**config.mk**
```make
export PLATFORM = sky130hd
export DESIGN_NAME = pair_ring_queue_with_delete
export DESIGN_NICKNAME = d
export VERILOG_FILES = /design/src/hw/rtl/prq_pkg.sv /design/src/hw/rtl/pair_ring_queue_with_delete.sv
export VERILOG_INCLUDE_DIRS = /design/src /design/src/hw/rtl
export SDC_FILE = /design/constraint.sdc
export NUM_CORES = 1
export LEC_CHECK = 0
export BUFFER_PORTS_ARGS = -buffer_cell sky130_fd_sc_hd__buf_2
export CORE_MARGIN = 3
export CORE_UTILIZATION = 40
export CTS_CLUSTER_DIAMETER = 30
export DETAILED_ROUTE_END_ITERATION = 10
export PLACE_DENSITY_LB_ADDON = 0.05
export SLEW_MARGIN = 10
export SYNTH_ARGS = -nofsm -noshare
export SYNTH_HDL_FRONTEND = slang
export SYNTH_SLANG_ARGS = --single-unit
```
**constraint.sdc**
```tcl
create_clock -name clk -period 10.4 [get_ports clk]
set_clock_uncertainty 0.2 [all_clocks]
set_input_delay 1.56 -clock clk [delete_from_list [all_inputs] [get_ports clk]]
set_output_delay 1.56 -clock clk [all_outputs]
set_load 0.005 [all_outputs]
```
**src/hw/rtl/pair_ring_queue_with_delete_macros.svh**
```systemverilog
// Assertion macros for the pair ring queue.
// Included by the RTL files that carry concurrent assertions; no other dependencies.
`ifndef PAIR_RING_QUEUE_WITH_DELETE_MACROS_SVH
`define PAIR_RING_QUEUE_WITH_DELETE_MACROS_SVH

// Same-cycle implication, disabled during reset
`define PRQ_ASSERT_NOW(lbl, clk, rst_n, ante, cons) \
  lbl: assert property (@(posedge clk) disable iff (!rst_n) (ante) |-> (cons)) \
    else $error("pair ring queue check failed");

// Next-cycle implication, disabled during reset
`define PRQ_ASSERT_NEXT(lbl, clk, rst_n, ante, cons) \
  lbl: assert property (@(posedge clk) disable iff (!rst_n) (ante) |=> (cons)) \
    else $error("pair ring queue check failed");

`endif

```
**src/hw/rtl/prq_pkg.sv**
```systemverilog
// Package for the pair ring queue: beat types, request and status codes.
// No dependencies.
package prq_pkg;

  // Request codes
  localparam logic [1:0] REQ_ENQ    = 2'd0;
  localparam logic [1:0] REQ_DEQ    = 2'd1;
  localparam logic [1:0] REQ_DEL    = 2'd2;

  // Status codes
  localparam logic [1:0] ST_OK      = 2'd0;
  localparam logic [1:0] ST_FULL    = 2'd1;
  localparam logic [1:0] ST_EMPTY   = 2'd2;
  localparam logic [1:0] ST_NOELEM  = 2'd3;

  localparam int unsigned WORD_W = 32;

  typedef struct packed {
    logic [1:0]               req_type;
    logic signed [WORD_W-1:0] first_value;
    logic signed [WORD_W-1:0] second_value;
    logic [3:0]               slot_index;
  } in_beat_t;

  typedef struct packed {
    logic [1:0]               status;
    logic [1:0]               removed_count;
    logic signed [WORD_W-1:0] oldest_word;
    logic signed [WORD_W-1:0] next_word;
  } out_beat_t;

endpackage

```
**src/hw/rtl/pair_ring_queue_with_delete.sv**
```systemverilog
// Pair ring queue: a reject, an unused code or a delete of the last entry goes from the accepted
// beat straight to the done state; an enqueue writes its two words in turn, a dequeue reads the
// oldest word and then the next one if present, other deletes shift each later entry toward the
// head. The next beat is taken in the cycle after the result register loads; the entry memory does
// one write and one registered read per cycle. Reset (rst_n low, synchronous) empties the queue
// and clears head, count and valids; the entry memory is not cleared.
module pair_ring_queue_with_delete #(
  parameter int unsigned RING_DEPTH = 16
) (
  input  logic               clk,
  input  logic               rst_n,
  input  logic               in_valid,
  output logic               in_stall,
  input  prq_pkg::in_beat_t  in_beat,
  output logic               out_valid,
  input  logic               out_stall,
  output prq_pkg::out_beat_t out_beat
);

  `include "pair_ring_queue_with_delete_macros.svh"

  localparam int unsigned PTR_W = $clog2(RING_DEPTH);
  localparam int unsigned CNT_W = $clog2(RING_DEPTH + 1);
  localparam int unsigned SUM_W = CNT_W + 1;

  typedef enum logic [5:0] {
    S_IDLE = 6'b000001,
    S_ENQ2 = 6'b000010,
    S_DEQ1 = 6'b000100,
    S_DEQ2 = 6'b001000,
    S_DEL  = 6'b010000,
    S_DONE = 6'b100000
  } state_t;

  function automatic logic [PTR_W-1:0] ring_next(input logic [PTR_W-1:0] s);
    return (s == PTR_W'(RING_DEPTH - 1)) ? '0 : s + 1'b1;
  endfunction

  state_t                      state_r, state_nxt;
  logic [PTR_W-1:0]            head_r, head_nxt;
  logic [CNT_W-1:0]            count_r, count_nxt;
  logic [PTR_W-1:0]            cur_r, cur_nxt;
  logic [CNT_W-1:0]            remain_r, remain_nxt;
  logic [prq_pkg::WORD_W-1:0]  second_r, second_nxt;
  prq_pkg::out_beat_t          res_r, res_nxt;
  logic                        out_valid_r, out_valid_nxt;
  prq_pkg::out_beat_t          out_beat_r, out_beat_nxt;

  // Entry memory, one write and one registered read port
  logic [prq_pkg::WORD_W-1:0]  mem [RING_DEPTH];
  logic                        mem_we, mem_re;
  logic [PTR_W-1:0]            mem_waddr, mem_raddr;
  logic [prq_pkg::WORD_W-1:0]  mem_wdata, mem_rdata_r;

  logic [SUM_W-1:0]            tail_sum;
  logic [PTR_W-1:0]            tail;
  logic [PTR_W-1:0]            slot_p;
  logic                        slot_in_range;
  logic [CNT_W-1:0]            slot_off;
  logic [CNT_W-1:0]            shift_cnt;
  logic                        out_free;

  // Tail and delete offset, all wrap-aware
  always_comb begin
    tail_sum      = SUM_W'(head_r) + SUM_W'(count_r);
    tail          = (tail_sum >= SUM_W'(RING_DEPTH)) ? PTR_W'(tail_sum - SUM_W'(RING_DEPTH))
                                                     : PTR_W'(tail_sum);
    slot_p        = PTR_W'(in_beat.slot_index);
    slot_in_range = (32'(in_beat.slot_index) < RING_DEPTH);
    slot_off      = CNT_W'(slot_p) - CNT_W'(head_r)
                  + ((slot_p < head_r) ? CNT_W'(RING_DEPTH) : '0);
    shift_cnt     = count_r - CNT_W'(1) - slot_off;
  end

  assign in_stall = (state_r != S_IDLE);
  assign out_free = !out_valid_r || !out_stall;

  // Sequence each request through the memory
  always_comb begin
    state_nxt  = state_r;
    head_nxt   = head_r;
    count_nxt  = count_r;
    cur_nxt    = cur_r;
    remain_nxt = remain_r;
    second_nxt = second_r;
    res_nxt    = res_r;
    mem_we     = 1'b0;
    mem_waddr  = cur_r;
    mem_wdata  = mem_rdata_r;
    mem_re     = 1'b0;
    mem_raddr  = head_r;
    case (state_r)
      S_IDLE: begin
        if (in_valid) begin
          res_nxt   = '0;
          state_nxt = S_DONE;
          case (in_beat.req_type)
            prq_pkg::REQ_ENQ: begin
              if (count_r > CNT_W'(RING_DEPTH - 2)) begin
                res_nxt.status = prq_pkg::ST_FULL;
              end else begin
                mem_we     = 1'b1;
                mem_waddr  = tail;
                mem_wdata  = in_beat.first_value;
                second_nxt = in_beat.second_value;
                cur_nxt    = ring_next(tail);
                state_nxt  = S_ENQ2;
              end
            end
            prq_pkg::REQ_DEQ: begin
              if (count_r == '0) begin
                res_nxt.status = prq_pkg::ST_EMPTY;
              end else begin
                mem_re    = 1'b1;
                mem_raddr = head_r;
                state_nxt = S_DEQ1;
              end
            end
            prq_pkg::REQ_DEL: begin
              if (count_r == '0) begin
                res_nxt.status = prq_pkg::ST_EMPTY;
              end else if (!slot_in_range || slot_off >= count_r) begin
                res_nxt.status = prq_pkg::ST_NOELEM;
              end else if (shift_cnt == '0) begin
                count_nxt = count_r - CNT_W'(1);
              end else begin
                cur_nxt    = slot_p;
                remain_nxt = shift_cnt;
                mem_re     = 1'b1;
                mem_raddr  = ring_next(slot_p);
                state_nxt  = S_DEL;
              end
            end
            default: begin
            end
          endcase
        end
      end
      // Write the second word of the pair
      S_ENQ2: begin
        mem_we    = 1'b1;
        mem_waddr = cur_r;
        mem_wdata = second_r;
        count_nxt = count_r + CNT_W'(2);
        state_nxt = S_DONE;
      end
      // Take the oldest word, fetch the next one if present
      S_DEQ1: begin
        res_nxt.oldest_word   = mem_rdata_r;
        res_nxt.removed_count = 2'd1;
        head_nxt              = ring_next(head_r);
        count_nxt             = count_r - CNT_W'(1);
        if (count_r > CNT_W'(1)) begin
          mem_re    = 1'b1;
          mem_raddr = ring_next(head_r);
          state_nxt = S_DEQ2;
        end else begin
          state_nxt = S_DONE;
        end
      end
      S_DEQ2: begin
        res_nxt.next_word     = mem_rdata_r;
        res_nxt.removed_count = 2'd2;
        head_nxt              = ring_next(head_r);
        count_nxt             = count_r - CNT_W'(1);
        state_nxt             = S_DONE;
      end
      // Shift one entry toward the head per cycle, read runs one slot ahead
      S_DEL: begin
        mem_we     = 1'b1;
        mem_waddr  = cur_r;
        mem_wdata  = mem_rdata_r;
        cur_nxt    = ring_next(cur_r);
        remain_nxt = remain_r - CNT_W'(1);
        if (remain_r > CNT_W'(1)) begin
          mem_re    = 1'b1;
          mem_raddr = ring_next(ring_next(cur_r));
        end else begin
          count_nxt = count_r - CNT_W'(1);
          state_nxt = S_DONE;
        end
      end
      // Hand the result to the output register once it is free
      S_DONE: begin
        if (out_free) begin
          state_nxt = S_IDLE;
        end
      end
      default: begin
        state_nxt = S_IDLE;
      end
    endcase
  end

  // Output register: load on done, drop when taken
  always_comb begin
    out_valid_nxt = out_valid_r;
    out_beat_nxt  = out_beat_r;
    if (state_r == S_DONE && out_free) begin
      out_valid_nxt = 1'b1;
      out_beat_nxt  = res_r;
    end else if (out_valid_r && !out_stall) begin
      out_valid_nxt = 1'b0;
    end
  end

  assign out_valid = out_valid_r;
  assign out_beat  = out_beat_r;

  // Control state
  always_ff @(posedge clk) begin
    if (!rst_n) begin
      state_r     <= S_IDLE;
      head_r      <= '0;
      count_r     <= '0;
      out_valid_r <= 1'b0;
    end else begin
      state_r     <= state_nxt;
      head_r      <= head_nxt;
      count_r     <= count_nxt;
      out_valid_r <= out_valid_nxt;
    end
  end

  // Payload and working registers
  always_ff @(posedge clk) begin
    cur_r      <= cur_nxt;
    remain_r   <= remain_nxt;
    second_r   <= second_nxt;
    res_r      <= res_nxt;
    out_beat_r <= out_beat_nxt;
  end

  // Entry memory
  always_ff @(posedge clk) begin
    if (mem_we) begin
      mem[mem_waddr] <= mem_wdata;
    end
    if (mem_re) begin
      mem_rdata_r <= mem[mem_raddr];
    end
  end

  `PRQ_ASSERT_NOW(a_count_bound, clk, rst_n, 1'b1, count_r <= CNT_W'(RING_DEPTH))
  `PRQ_ASSERT_NEXT(a_full_holds, clk, rst_n,
    in_valid && !in_stall && in_beat.req_type == prq_pkg::REQ_ENQ &&
    count_r > CNT_W'(RING_DEPTH - 2), $stable(count_r))
  `PRQ_ASSERT_NOW(a_load_from_done, clk, rst_n, $rose(out_valid_r), $past(state_r == S_DONE))
  `PRQ_ASSERT_NOW(a_words_only_ok, clk, rst_n,
    out_valid_r && out_beat_r.removed_count != 2'd0, out_beat_r.status == prq_pkg::ST_OK)

endmodule

```
# Word level (Yosys, flattened, before mapping)
# Memories as Yosys holds them, arrays and structs flattened. A register that Yosys moved wholly into a read port is not among the register bits.
# Index checks and enable logic that the tools add are counted.
# word_totals
ff_bits	193
mem_bits_rw	512
inputBits	74
out_inout_bits	70
wordCells	169
memories	1
# op_classes
n_addsub	13
order_cmp	6
eq_ne	27
mux	80
bitwise_logic	1
n_reduce_logical	26
# memory_table
memory	words	width	rd	rd_clocked_by_memory_dff	wr	line_no	source
mem	16	32	1	1	1	pair_ring_queue_with_delete.sv:50	logic [prq_pkg::WORD_W-1:0] mem [RING_DEPTH];
# ops
operator	count
32-bit case mux with 2 select lines	3
32-bit two-way mux	3
4-bit two-way mux	22
66-bit two-way mux	1
5-bit two-way mux	12
6-bit two-way mux	9
6-bit case mux with 5 select lines	1
4-bit by 1-bit adder with 4-bit output, second input constant	5
4-bit == test, second input constant	5
5-bit case mux with 4 select lines	1
6-bit case mux with 3 select lines	1
4-bit case mux with 2 select lines	2
1-bit two-way mux	15
2-bit inequality test, second input constant	7
7-bit AND reduction	2
3-bit inequality test, second input constant	4
2-bit case mux with 3 select lines	2
4-bit case mux with 3 select lines	1
5-bit by 1-bit > comparator with 1-bit output, second input constant	2
5-bit zero test	2
5-bit case mux with 2 select lines	1
5-bit by 1-bit subtractor with 5-bit output, second input constant	2
2-bit AND reduction	4
2-bit nonzero test	4
other kinds (35)	42

# Logic depth before layout (Yosys ltp)
# depth
depth_word	11
ltp_mapped	20
mapped_depth_nobuf	16

# Worst setup path after synthesis
# No wires, ideal clock.
# synth_path
path_kind	input to register
start	in out_stall
end	reg out_beat_r (netlist bit out_beat[0]) (enable)
setup_time_ps	516
arrival_time_ps	4882
t_required_ps	9684
path_slack_ps	4802
stages	1
path_buffers	0
cell_sequence	a21oi_1
# synth_via
elab_chain_cells	3
# synth_lines
element	line_no	source
start: declaration	pair_ring_queue_with_delete.sv:16	input logic out_stall,
1-bit zero test	pair_ring_queue_with_delete.sv:76	assign out_free = !out_valid_r || !out_stall;
1-bit logical OR	pair_ring_queue_with_delete.sv:76	
1-bit logical AND	pair_ring_queue_with_delete.sv:199	if (state_r == S_DONE && out_free) begin
end signal: assignment	pair_ring_queue_with_delete.sv:231	out_beat_r <= out_beat_nxt;
end: declaration	pair_ring_queue_with_delete.sv:47	prq_pkg::out_beat_t out_beat_r, out_beat_nxt;
# No other way between the ends.
# A chain may end at the register's enable or synchronous reset.

# Final worst setup path
# layout_path
start	in in_beat[0] (netlist bit)
end	reg mem_rdata_r[27] (netlist bit) (read register of mem), data pin
# layout_via
elab_chain_cells	11
word_cells_on_any_way	22
classes_between	add/sub (4); order compare (2); eq/ne (1); mux (14); reduce/logical (1)
# layout_lines
element	line_no	source
start: declaration	pair_ring_queue_with_delete.sv:14	input prq_pkg::in_beat_t in_beat,
4-bit < comparator	pair_ring_queue_with_delete.sv:71	+ ((slot_p < head_r) ? CNT_W'(RING_DEPTH) : '0);
5-bit two-way mux	pair_ring_queue_with_delete.sv:71	
5-bit adder	pair_ring_queue_with_delete.sv:71	
5-bit subtractor	pair_ring_queue_with_delete.sv:72	shift_cnt = count_r - CNT_W'(1) - slot_off;
5-bit zero test	pair_ring_queue_with_delete.sv:124	end else if (shift_cnt == '0) begin
1-bit two-way mux / 4-bit two-way mux (equally long branches)	pair_ring_queue_with_delete.sv:124	
1-bit two-way mux / 4-bit two-way mux (equally long branches)	pair_ring_queue_with_delete.sv:122	end else if (!slot_in_range || slot_off >= count_r) begin
1-bit two-way mux / 4-bit two-way mux (equally long branches)	pair_ring_queue_with_delete.sv:120	if (count_r == '0) begin
1-bit case mux with 2 select lines / 4-bit two-way mux (equally long branches)	--	
1-bit two-way mux / 4-bit two-way mux (equally long branches)	pair_ring_queue_with_delete.sv:94	if (in_valid) begin
1-bit case mux with 3 select lines / 4-bit case mux with 3 select lines (equally long branches)	pair_ring_queue_with_delete.sv:92	case (state_r)
end: declaration	pair_ring_queue_with_delete.sv:53	logic [prq_pkg::WORD_W-1:0] mem_wdata, mem_rdata_r;
# Parallel ways exist; a longest one is shown, timed or not.

==> results.ini <==
[clocking]
htree_levels=4
cts_buffer_depth=3
cts_tree=built
ctsResizeCount=0
cts-root-buf=clkbuf_16
postCtsSetupRepairBufs=0
cts_buffers=162
cts_hold_buf=0
clock-sinks=737
clk_pin_slew_ns=0.05
clk_latency_ns=0.73

[floorplanning]
ios=144
core_um2=76200
start_util_pct=40.5
fp.dieArea_um2=80600
die_h_um=284
die_x_um=284
num_rows=101

[placed_design]
place_inst=3240
hpwl_mm=50.3
gp_congestion=0.845
io_buffers=143

[detailed_routing]
routed_via_density=5.81
drc=0
drtIter0Drc=1757
drt-total-wl_mm=92.4
vias=20600
post_drt_wl_per_cell_um=26.1
drtAntennaViolNets=0
first_pass_iters=5

[global_routing]
grt_use_total_pct=22.8
grt_overflow_total=0
grt_antenna_before_repair=5
grt_start_max_net_pins=161
grt_pass1_wl_mm=138
grt_pass1_vias=20700

[timing]
drv_slew=0
post-route-period-util_pct=62.6
slew_headroom_pct=26.1
fmaxAchievable_mhz=154
period_needed_ns=6.51
rsz0062_at_grt=no
hold_viol_final=0
worst_slew_pin_slew_ns=1.11
setup_viol=0
tns_ns=0

[synthesis]
synth_nets=2316
ys_top_cells_by_count=edfxtp_1, nand2_1, clkbuf_1
synth_edf_count=721
syn_inst=2206
ys_ff_latch=737
syn_avg_cell_area_um2=14.0
yosysMostFrequentCell=edfxtp_1
yosys_warnings=0
async_flop_share_pct=0
yosysSeqAreaShare_pct=71.1
syn_area_um2=30900
synth_area_leader_cell=edfxtp_1
synth_top_area_share_pct=70.1
synthTopCellsByArea=edfxtp_1, nand2_1, a211oi_1
synth_flop_cell=edfxtp_1
synthDistinctLibCells=68

[setup_path]
cp.arrival_ns=6.89
crit_required_ns=10.78
cp-end-kind=register
critical_path_class=in -> reg
path_max_fanout=33
start_kind=input port
critPathLaunch=in_beat[0]
timing.rr.start=head_r[0]

[layout]
instances_no_fill=3540
drive_gt1_share_pct=20.6
area_delta_synth_final_pct=24.1
nets=2484

[min_path]
hold_class=reg -> reg
hp-start=res_r[48]

[job]
maxCapViolCount=0

[status]
status=finished clean

[power_and_ir_drop]
peakVddDrop_uv=163
power_density_nw_per_um2=232
p_leak_nw=13.1

## worst max-delay path: stages
cell and delay, ns:
buf_2 0.14, inv_1 0.06, ha_1 0.14, inv_1 0.06, fa_1 0.37, xor2_1 0.23
inv_1 0.07, ha_1 0.35, nor2b_1 0.15, a221oi_1 0.38, xnor2_1 0.23, a211o_1 0.45
nand3_1 0.23, a31oi_4 0.22, buf_4 0.52, and2_1 0.93, buf_4 0.49, a311o_1 0.25
## registers in the layout, summed over array words and instances (netlist names), 4 cells and up
register,flops
count_r,5
cur_r,4
head_r,4
mem,512
mem_rdata_r,32
out_beat,68
remain_r,5
res_r,68
second_r,32
state_r,6
## layout make-up
type                    count  area, um^2
clock buffers             177        4130
repair buffers            188        1090
diodes                      3        7.51
well taps                1030        1290
clock inverters           120        1460
flip-flops and latches    737       22000
multi-input cells        1226        8160
fillers                  6590       37900
inverters                  59         221
## report_power, final
part / switching (W) / internal (W)
Combinational: 0.000275 / 0.000122
Sequential: 0.0000299 / 0.00336
Clock: 0.00169 / 0.00341
Total: 0.00200 / 0.00689
## cell usage in the layout, fill, tap and decap left out, drive strengths merged, types with 4 or more instances in the layout
master    instances
ha               33
o211ai           35
a31oi            72
a21boi            5
buf             188
a211oi           67
nor4             64
inv              66
o31ai            64
edfxtp          721
a21o              7
nor2             35
bufinv           21
a22oi            32
nand2b            8
nor3b             4
a311oi           32
dfxtp            16
or3               4
o31a             35
and2             72
xor2              7
clkbuf          177
clkinv           74
nand4            32
nor3             12
xnor2            13
a21oi            87
a311o            33
a32o             31
nand3            43
nor2b             7
mux2i             5
o21ai            89
clkinvlp         18
nand2           253
## metrics by stage
step                      setup WS, ns  instance area [um^2]  total power (W)  util [%]  hold slack (ns)
after floorplan                   4.80                 30900          0.00367         -            0.200
after CTS                         4.00                 38300          0.00897      50.3            0.210
after global placement            3.36                 32700          0.00383      43.0            0.201
final                             3.89                 38300          0.00889      50.3            0.213
after global routing              3.69                 38300          0.00918      50.3            0.215
after detailed placement          3.23                 32700          0.00384      43.0            0.205
## worst paths after layout
| kind | depth (start not counted) | slack, ns | to |
|---|---|---|---|
| max | 18 | 3.89 | mem_rdata_r[27] |
| min | 0 | 0.21 | out_beat[48] |
| max reg2reg | 16 | 4.21 | mem_rdata_r[27] |
| min reg2reg | 0 | 0.21 | out_beat[48] |
## cell families (layout without fill, tap and decap cells)
group                    Yosys count  after routing  synth area share (%)
flip-flops                       737            737                  71.1
AO/OA/AOI/OAI                    613            613                  14.5
AND/OR/NAND/NOR                  548            548                  8.66
buffers and inverters            243            544                  3.35
adder cells (fa/ha/maj)           36             36                  1.53
XOR/XNOR                          20             20                 0.567
multiplexers                       8              8                 0.271
other                              1              4                0.0121
## per-layer routing
metal	GRT usage [%]	share of wire, %
met1	32.7	46
met4	7.56	2.3
met3	5.38	7.5
met2	34.2	45
met5	0	0
Power figures use the tool's default switching activity.
